$ cat config.mk
export PLATFORM = sky130hd
export DESIGN_NAME = sleep_queue_tick_waker_top
export DESIGN_NICKNAME = d
export VERILOG_FILES = /design/src/rtl/core/sqtw_pkg.sv /design/src/rtl/core/sleep_queue_tick_waker_top.sv /design/src/rtl/core/sqtw_mem.sv /design/src/rtl/core/sqtw_acct.sv
export VERILOG_INCLUDE_DIRS = /design/src /design/src/rtl/core
export SDC_FILE = /design/constraint.sdc
export NUM_CORES = 2
export LEC_CHECK = 0
export BUFFER_PORTS_ARGS = -buffer_cell sky130_fd_sc_hd__buf_2
export CAP_MARGIN = 40
export CORE_AREA = 2 2 379 343
export DETAILED_ROUTE_END_ITERATION = 12
export DIE_AREA = 0 0 381 345
export PLACE_DENSITY = 0.66
export SYNTH_ARGS = -nofsm -noshare
export SYNTH_HDL_FRONTEND = slang
export SYNTH_HIERARCHICAL = 1
export SYNTH_SLANG_ARGS = --single-unit
$ cat constraint.sdc
create_clock -name clk -period 17.5 [get_ports clk]
set_input_delay 0.875 -clock clk [delete_from_list [all_inputs] [get_ports clk]]
set_output_delay 0.875 -clock clk [all_outputs]
set_load 0.02 [all_outputs]
$ cat src/rtl/core/sleep_queue_tick_waker_top_assert.svh
// Assertion macros for the sleep queue tick waker. Each check is sampled on
// the rising edge of clk and is switched off while rst is high.
`ifndef SLEEP_QUEUE_TICK_WAKER_TOP_ASSERT_SVH
`define SLEEP_QUEUE_TICK_WAKER_TOP_ASSERT_SVH

`ifndef SYNTHESIS

`define SQTW_ASSERT_SAME(name, cond_a, cond_c) \
  name: assert property (@(posedge clk) disable iff (rst) (cond_a) |-> (cond_c)) \
    else $error("sqtw same-cycle check failed");

`define SQTW_ASSERT_NEXT(name, cond_a, cond_c) \
  name: assert property (@(posedge clk) disable iff (rst) (cond_a) |=> (cond_c)) \
    else $error("sqtw next-cycle check failed");

`else

`define SQTW_ASSERT_SAME(name, cond_a, cond_c)

`define SQTW_ASSERT_NEXT(name, cond_a, cond_c)

`endif

`endif

$ cat src/rtl/core/sqtw_pkg.sv
`timescale 1ns / 1ps

package sqtw_pkg;

  localparam int TABLE_DEPTH = 16;
  localparam int ID_BITS     = 8;

  localparam int IDX_W  = (TABLE_DEPTH > 1) ? $clog2(TABLE_DEPTH) : 1;
  localparam int CNT_W  = $clog2(TABLE_DEPTH + 1);
  localparam int PID_W  = 8;
  localparam int TICK_W = 48;
  localparam int SUM_W  = 56;
  localparam int CORE_W = 7;

  localparam logic [CORE_W-1:0] CORE_COUNT_RESET = CORE_W'(4);

  typedef enum logic [1:0] {
    ST_ADDED = 2'd0,
    ST_FULL  = 2'd1,
    ST_WOKEN = 2'd2,
    ST_NONE  = 2'd3
  } status_t;

  typedef struct packed {
    logic              mode;
    logic [PID_W-1:0]  proc_id;
    logic [TICK_W-1:0] wake_tick;
    logic [CORE_W-1:0] active_cores;
  } in_item_t;

  typedef struct packed {
    status_t           status;
    logic [PID_W-1:0]  woken_id;
    logic              last;
    logic [TICK_W-1:0] tick_now;
    logic [SUM_W-1:0]  active_total;
    logic [SUM_W-1:0]  idle_total;
    logic [SUM_W-1:0]  core_tick_total;
  } out_item_t;

  typedef struct packed {
    logic [ID_BITS-1:0] id;
    logic [TICK_W-1:0]  deadline;
  } entry_t;

  typedef struct packed {
    logic [TICK_W-1:0] tick_now;
    logic [SUM_W-1:0]  active_total;
    logic [SUM_W-1:0]  idle_total;
    logic [SUM_W-1:0]  core_tick_total;
  } stats_t;

endpackage

$ cat src/rtl/core/sleep_queue_tick_waker_top.sv
`timescale 1ns / 1ps

// Sleep queue with tick-driven wakeup and saturating core utilization totals.
// Input channel (in_valid/in_ready/in_data): an add item appends a process id
// with its wake tick, a tick item advances the tick counter, updates the three
// utilization totals and releases every entry whose wake tick has come.
// Output channel (out_valid/out_ready/out_data): an add gives one item (added
// or full); a tick gives one item per released process in table order, or a
// single "none woken" item. The final item of each input carries last.
// Configuration channel (cfg_valid/cfg_ready/cfg_data) sets the core count; it
// is always ready and is meant to be written while the block is idle.
// Scan: a tick reads each stored entry through the read port of the entry
// memory and writes each kept entry back through its write port, one entry
// per cycle while no stalled receiver holds the scan.
// One item is in work at a time; in_ready is high while the sequencer idles.
// A stalled receiver holds the scan once a second result is ready, while the
// output register keeps the waiting item. A new input item is accepted while
// that register still holds a result.
// Reset (synchronous, rst high) empties the table, clears the counters and
// loads the core count with 4; no clearing pass is needed.

module sleep_queue_tick_waker_top import sqtw_pkg::*; (
  input  logic              clk,
  input  logic              rst,
  input  logic              in_valid,
  output logic              in_ready,
  input  in_item_t          in_data,
  output logic              out_valid,
  input  logic              out_ready,
  output out_item_t         out_data,
  input  logic              cfg_valid,
  output logic              cfg_ready,
  input  logic [CORE_W-1:0] cfg_data
);

`include "sleep_queue_tick_waker_top_assert.svh"

  typedef enum logic [1:0] {
    S_IDLE,
    S_ADD_OUT,
    S_SCAN,
    S_FIN
  } state_t;

  state_t             state;
  logic [CNT_W-1:0]   cnt;
  logic [CNT_W-1:0]   rd_idx;
  logic [CNT_W-1:0]   kept;
  logic               hold_valid;
  logic [ID_BITS-1:0] hold_id;
  status_t            add_status;
  logic [CORE_W-1:0]  core_count;

  logic               in_acc;
  logic               out_free;
  logic               out_load;
  logic               has_room;
  logic               woken;
  logic               stall;
  logic               rd_en;
  logic [IDX_W-1:0]   rd_addr;
  logic               wr_en;
  logic [IDX_W-1:0]   wr_addr;
  entry_t             wr_entry;
  entry_t             rd_entry;
  stats_t             stats;

  function automatic out_item_t make_out(status_t st, logic [ID_BITS-1:0] id,
                                         logic lst, stats_t s);
    out_item_t o;
    o.status          = st;
    o.woken_id        = PID_W'(id);
    o.last            = lst;
    o.tick_now        = s.tick_now;
    o.active_total    = s.active_total;
    o.idle_total      = s.idle_total;
    o.core_tick_total = s.core_tick_total;
    return o;
  endfunction

  assign in_ready  = (state == S_IDLE);
  assign cfg_ready = 1'b1;
  assign in_acc    = in_valid && in_ready;
  assign out_free  = !out_valid || out_ready;
  assign has_room  = (cnt < CNT_W'(TABLE_DEPTH));

  assign woken = (rd_entry.deadline <= stats.tick_now);
  // The first released entry only moves into the hold register, so the scan
  // waits on the output only when a second one has to push the first out.
  assign stall = woken && hold_valid && !out_free;

  // A new result enters the output register only when it is free.
  assign out_load = ((state == S_ADD_OUT) && out_free) ||
                    ((state == S_SCAN) && !stall && woken && hold_valid) ||
                    ((state == S_FIN) && out_free);

  always_comb begin
    rd_en    = 1'b0;
    rd_addr  = '0;
    wr_en    = 1'b0;
    wr_addr  = cnt[IDX_W-1:0];
    wr_entry = '{id: ID_BITS'(in_data.proc_id), deadline: in_data.wake_tick};
    if (state == S_SCAN) begin
      rd_en    = !stall && (rd_idx < cnt);
      rd_addr  = rd_idx[IDX_W-1:0];
      wr_en    = !stall && !woken;
      wr_addr  = kept[IDX_W-1:0];
      wr_entry = rd_entry;
    end else if (in_acc) begin
      rd_en = in_data.mode && (cnt != '0);
      wr_en = !in_data.mode && has_room;
    end
  end

  sqtw_mem u_mem (
    .clk      (clk),
    .wr_en    (wr_en),
    .wr_addr  (wr_addr),
    .wr_entry (wr_entry),
    .rd_en    (rd_en),
    .rd_addr  (rd_addr),
    .rd_entry (rd_entry)
  );

  sqtw_acct u_acct (
    .clk          (clk),
    .rst          (rst),
    .tick         (in_acc && in_data.mode),
    .active_cores (in_data.active_cores),
    .core_count   (core_count),
    .stats        (stats)
  );

  always_ff @(posedge clk) begin
    if (rst) begin
      state      <= S_IDLE;
      cnt        <= '0;
      rd_idx     <= '0;
      kept       <= '0;
      hold_valid <= 1'b0;
      out_valid  <= 1'b0;
      core_count <= CORE_COUNT_RESET;
    end else begin
      if (cfg_valid) begin
        core_count <= cfg_data;
      end
      out_valid <= out_load || (out_valid && !out_ready);
      unique case (state)
        S_IDLE: begin
          if (in_acc) begin
            if (in_data.mode) begin
              rd_idx     <= CNT_W'(1);
              kept       <= '0;
              hold_valid <= 1'b0;
              state      <= (cnt != '0) ? S_SCAN : S_FIN;
            end else begin
              if (has_room) begin
                cnt        <= cnt + CNT_W'(1);
                add_status <= ST_ADDED;
              end else begin
                add_status <= ST_FULL;
              end
              state <= S_ADD_OUT;
            end
          end
        end
        S_ADD_OUT: begin
          if (out_free) begin
            out_data <= make_out(add_status, '0, 1'b1, stats);
            state    <= S_IDLE;
          end
        end
        S_SCAN: begin
          if (!stall) begin
            if (woken) begin
              if (hold_valid) begin
                out_data <= make_out(ST_WOKEN, hold_id, 1'b0, stats);
              end
              hold_id    <= rd_entry.id;
              hold_valid <= 1'b1;
            end else begin
              kept <= kept + CNT_W'(1);
            end
            if (rd_idx < cnt) begin
              rd_idx <= rd_idx + CNT_W'(1);
            end else begin
              state <= S_FIN;
            end
          end
        end
        S_FIN: begin
          if (out_free) begin
            if (hold_valid) begin
              out_data <= make_out(ST_WOKEN, hold_id, 1'b1, stats);
            end else begin
              out_data <= make_out(ST_NONE, '0, 1'b1, stats);
            end
            hold_valid <= 1'b0;
            cnt        <= kept;
            state      <= S_IDLE;
          end
        end
        default: begin
          state <= S_IDLE;
        end
      endcase
    end
  end

  `SQTW_ASSERT_SAME(a_cnt_bound, 1'b1, cnt <= CNT_W'(TABLE_DEPTH))
  `SQTW_ASSERT_SAME(a_write_behind_read, state == S_SCAN, kept < rd_idx)
  `SQTW_ASSERT_SAME(a_idle_no_hold, state == S_IDLE, !hold_valid)
  `SQTW_ASSERT_NEXT(a_fin_done, (state == S_FIN) && out_free,
                    (state == S_IDLE) && out_valid && out_data.last)

endmodule

$ cat src/rtl/core/sqtw_mem.sv
`timescale 1ns / 1ps

module sqtw_mem import sqtw_pkg::*; (
  input  logic             clk,
  input  logic             wr_en,
  input  logic [IDX_W-1:0] wr_addr,
  input  entry_t           wr_entry,
  input  logic             rd_en,
  input  logic [IDX_W-1:0] rd_addr,
  output entry_t           rd_entry
);

  entry_t mem [TABLE_DEPTH];

  always_ff @(posedge clk) begin
    if (wr_en) begin
      mem[wr_addr] <= wr_entry;
    end
  end

  // Read data holds while rd_en is low so a stalled scan keeps its entry.
  always_ff @(posedge clk) begin
    if (rd_en) begin
      rd_entry <= mem[rd_addr];
    end
  end

endmodule

$ cat src/rtl/core/sqtw_acct.sv
`timescale 1ns / 1ps

module sqtw_acct import sqtw_pkg::*; (
  input  logic              clk,
  input  logic              rst,
  input  logic              tick,
  input  logic [CORE_W-1:0] active_cores,
  input  logic [CORE_W-1:0] core_count,
  output stats_t            stats
);

  logic [TICK_W-1:0] tick_counter;
  logic [SUM_W-1:0]  active_sum;
  logic [SUM_W-1:0]  idle_sum;
  logic [SUM_W-1:0]  total_sum;
  logic [CORE_W-1:0] act_clamped;
  logic [CORE_W-1:0] idle_inc;
  logic [SUM_W:0]    active_raw;
  logic [SUM_W:0]    idle_raw;
  logic [SUM_W:0]    total_raw;

  assign act_clamped = (active_cores > core_count) ? core_count : active_cores;
  assign idle_inc    = core_count - act_clamped;

  // A sum below the maximum plus a 7-bit increment can only carry into the top bit.
  assign active_raw = {1'b0, active_sum} + (SUM_W + 1)'(act_clamped);
  assign idle_raw   = {1'b0, idle_sum} + (SUM_W + 1)'(idle_inc);
  assign total_raw  = {1'b0, total_sum} + (SUM_W + 1)'(core_count);

  always_ff @(posedge clk) begin
    if (rst) begin
      tick_counter <= '0;
      active_sum   <= '0;
      idle_sum     <= '0;
      total_sum    <= '0;
    end else if (tick) begin
      tick_counter <= tick_counter + TICK_W'(1);
      active_sum   <= active_raw[SUM_W] ? '1 : active_raw[SUM_W-1:0];
      idle_sum     <= idle_raw[SUM_W] ? '1 : idle_raw[SUM_W-1:0];
      total_sum    <= total_raw[SUM_W] ? '1 : total_raw[SUM_W-1:0];
    end
  end

  assign stats.tick_now        = tick_counter;
  assign stats.active_total    = active_sum;
  assign stats.idle_total      = idle_sum;
  assign stats.core_tick_total = total_sum;

endmodule
==> results.md <==
- Switching portion of total power: roughly 22%
- Final TNS setup: 0 ns
- Reg-to-reg slack, setup: approximately 12 ns
- Share of cells above drive strength 1: between 20% and 30%
- Htree depth: 4
- Net Count, Synth: about 3,800
- DP HPWL: about 86 mm
- # clock sinks: between 1,000 and 1,500
- Largest net degree at the start of global routing: 100
- Design internal power: 5.798 mW
- DR WL/cell: about 24 um
- Maximum fanout along the worst path: 22
- Net Sw Power: 1.653 mW
- Root buffer selected by CTS: clkbuf_16
- Num rows: around 130
- Post-route insts no fill: ~5,800
- Slowest CP cell: o211ai_1
- Hold-fix buffers, CTS: 0
- Final hold vios: 0
- Die span in y: around 350 um
- Synth Register Bits: about 1,400
- Critical path class: reg -> reg
- Post-synth EDFFs: ~1,200
- Nets: between 4,000 and 5,000
- Initial antenna violation count: 3
- Crit path top cell by count: a21oi_1
- Seq/Total Area, Yosys: 71.11%
- Final cycle utilization of the critical path: 34.04%
- Unrepaired setup endpoints after global routing: false
- Setup violations, final: 0
- Drt first pass iters: 6
- Critical-path cell list: inv_1 > ha_1 > a21o_1 > a21oi_1 > o21ai_0 > o22ai_1 > o21ai_0 > ha_1 > fa_1 > inv_1 > a21o_1 > a21oi_1 > o21bai_1 > a21oi_1 > xnor2_1 > ha_1 > nand3_1 > o21ai_0 > o211ai_1 > nor2_1 > nand2_1 > buf_16 > a21oi_1
- Core Area: ~130,000 um2
- Max Cap Violations: 0
- Async SR Flop Fraction: 0%
- DRC: 0
- Routed vias/inst: ~5.6
- Post-DRT Antenna Nets: 0
- Post-cts resize count: 0
- Clk buf depth: 3
- Post-synth top area cell: edfxtp_1
- Status: finished clean
- Crit path DAT: 6.57 ns
- GRT Total Usage: a little over a fifth
- Ys Warns: 6
- Clock network power share: 42.2%
- Io pins: 306
- Mapped Cells: between 3,000 and 4,000
- Hold path start: cfg_data[2]
- Crit path max-delay family: compound AO/OA/AOI/OAI gates
- Max Slew Vio Count: 0
- Synth-to-Final Area Change: 15.79%
- Initial DRC count: between 3,000 and 4,000
- Final Critical Period: about 6.0 ns
- Synthesized area per cell: between 15 and 20 um2
- Worst R2R End: u_acct/idle_sum[19]
- Slew HR: between 30 and 40%
- Die Footprint: 131,400 um2
- Pwr Density: around 110 nW/um2
- IO Port Bufs: 304
- Main synth FF type: edfxtp_1
- Synth top area share: between 60 and 70%
- Worst EP required: roughly 18 ns
- Placed cell count: 5,535
- Worst Max-Slew Pin Slew: about 0.95 ns
- Worst r2r src: core_count[1]
- Vias in the first global route: 32,146
- CTS tree: built
- Most frequent cell after synthesis: edfxtp_1
- Worst setup EP type: register
- Flop pwr share: between 50% and 60%
- Final wirelength: between 100 and 150 mm
- P_leak: 22.00 nW
- Max incr delay on CP: around 0.73 ns
- Post-CTS repair timing setup buffer count: 0
- RePlAce Congestion: approximately 0.88
- Global-route wire length before repair: about 210 mm
- Worst path depth: 23
- Buf+Inv Stages, Crit Path: 3
- Post-synth top cells: 1,188 x edfxtp_1, 348 x nand2_1, 242 x dfxtp_1
- Worst Hold Path EP: core_count[2]
- Starting Density: around 45%
- Synth Cell Area: about 57,000 um2
- Top post-synthesis cells by area: edfxtp_1 63%, mux4_2 8.9%, dfxtp_1 8.5%
- Via Count: approximately 33,000
- R2R cell count: 23
- Hold path depth: 2
- Maximum clock rate: about 170 MHz
- CTS Buf Count: 146
- Grt ovf: 0
- Chip Width: ~380 um
- Final Skew: about 0.034 ns
- Final core utilization: roughly half
- HP Class: in -> reg
- Comb power frac: 6.1%
- VDD IR max: between 0.08 and 0.09 mV
- CTS clock-pin slew for the worst setup and hold paths: around 0.060 ns
- Cell variety after synth: 73
- Worst skew pair latency: around 0.79 ns
- Worst setup SP type: register
-- state kept, by name, summed over array words and instances, names as in the netlist --
name / count
kept: 5
u_mem/mem: 896
hold_valid: 1
u_acct/total_sum: 56
out_valid: 1
core_count: 7
add_status: 1
cnt: 5
out_data: 227
rd_idx: 5
u_acct/active_sum: 56
hold_id: 8
state: 2
u_acct/idle_sum: 56
u_acct/tick_counter: 48
u_mem/rd_entry: 56
-- power groups by stage --
stage               sequential (mW)  combinational, mW  clock [mW]
floorplan                      3.94              0.265           0
global placement               3.92              0.434           0
detailed placement             3.92              0.454           0
CTS                            3.85              0.456        3.20
global route                   3.86              0.496        3.34
finish                         3.85              0.453        3.15
-- final cells by class --
type	count	area [um2]
repair buffers	385	2536
fillers	10483	61950
inverters	102	384.1
flip-flops and latches	1430	40520
clock buffers	184	3944
well taps	1714	2145
diodes	1	2.502
clock inverters	88	917.1
multi-input cells	1904	15530
-- through the flow --
step	area [um2]	hold WS, ns	setup WS, ns	power (mW)
6_report	65980	0.3480	11.54	7.451
5_1_grt	65980	0.3325	11.11	7.687
4_1_cts	65980	0.3060	11.61	7.512
3_5_place_dp	61120	0.4380	11.20	4.378
3_3_place_gp	60520	0.4346	10.61	4.357
2_1_floorplan	56980	0.4064	9.559	4.209
-- per-layer routing --
layer | global-route usage (%) | vias to the layer above | routed length, um
li1 | - | 14621 | -
met1 | 28.96 | 16501 | 58880
met2 | 34.70 | 1215 | 68560
met3 | 3.503 | 183 | 9860
met4 | 5.921 | 4 | 2655
met5 | 0 | - | 15
-- cell usage in the layout, fill, tap and decap left out, types with 17 or more instances in the layout --
cell type / n
a21o_1: 20
clkbuf_16: 152
ha_1: 91
o21ai_0: 67
or3_1: 20
and4_1: 18
nand4_1: 76
edfxtp_1: 1188
nand3_1: 83
and2_1: 19
dfxtp_1: 242
a21oi_1: 176
buf_2: 305
mux4_2: 224
inv_1: 101
clkinv_2: 31
a22oi_1: 112
and3_1: 29
nor3_1: 55
a211oi_1: 24
xor2_1: 98
nor4_1: 18
xnor2_1: 93
clkinv_1: 24
nor2_1: 164
buf_4: 57
nand2_1: 348
clkbuf_1: 30
buf_16: 17
-- worst max path at each step --
stage                                 from             endpoint  slack [ns]
finish                       core_count[1]  u_acct/idle_sum[19]       11.54
global route                 core_count[1]  u_acct/idle_sum[12]       11.11
CTS                          core_count[1]   u_acct/idle_sum[9]       11.61
detailed placement              in_data[4]   u_acct/idle_sum[9]       11.20
global placement                in_data[4]  u_acct/idle_sum[33]       10.61
floorplan           u_acct/tick_counter[5]          out_data[0]        9.56
-- cell families (layout without fill, tap and decap cells) --
kind of cell | Yosys count | after routing | synth area share [%]
other | 1 | 2 | 0.006581
buffers and inverters | 248 | 759 | 1.948
xor gates and xnor gates | 191 | 191 | 2.936
muxes | 239 | 239 | 9.123
adders and majority gates | 95 | 95 | 2.139
DFF | 1430 | 1430 | 71.11
and+or+nand+nor | 912 | 912 | 7.584
AOI/OAI and AO/OA | 466 | 466 | 5.156
(Power assumes the default switching activity.)
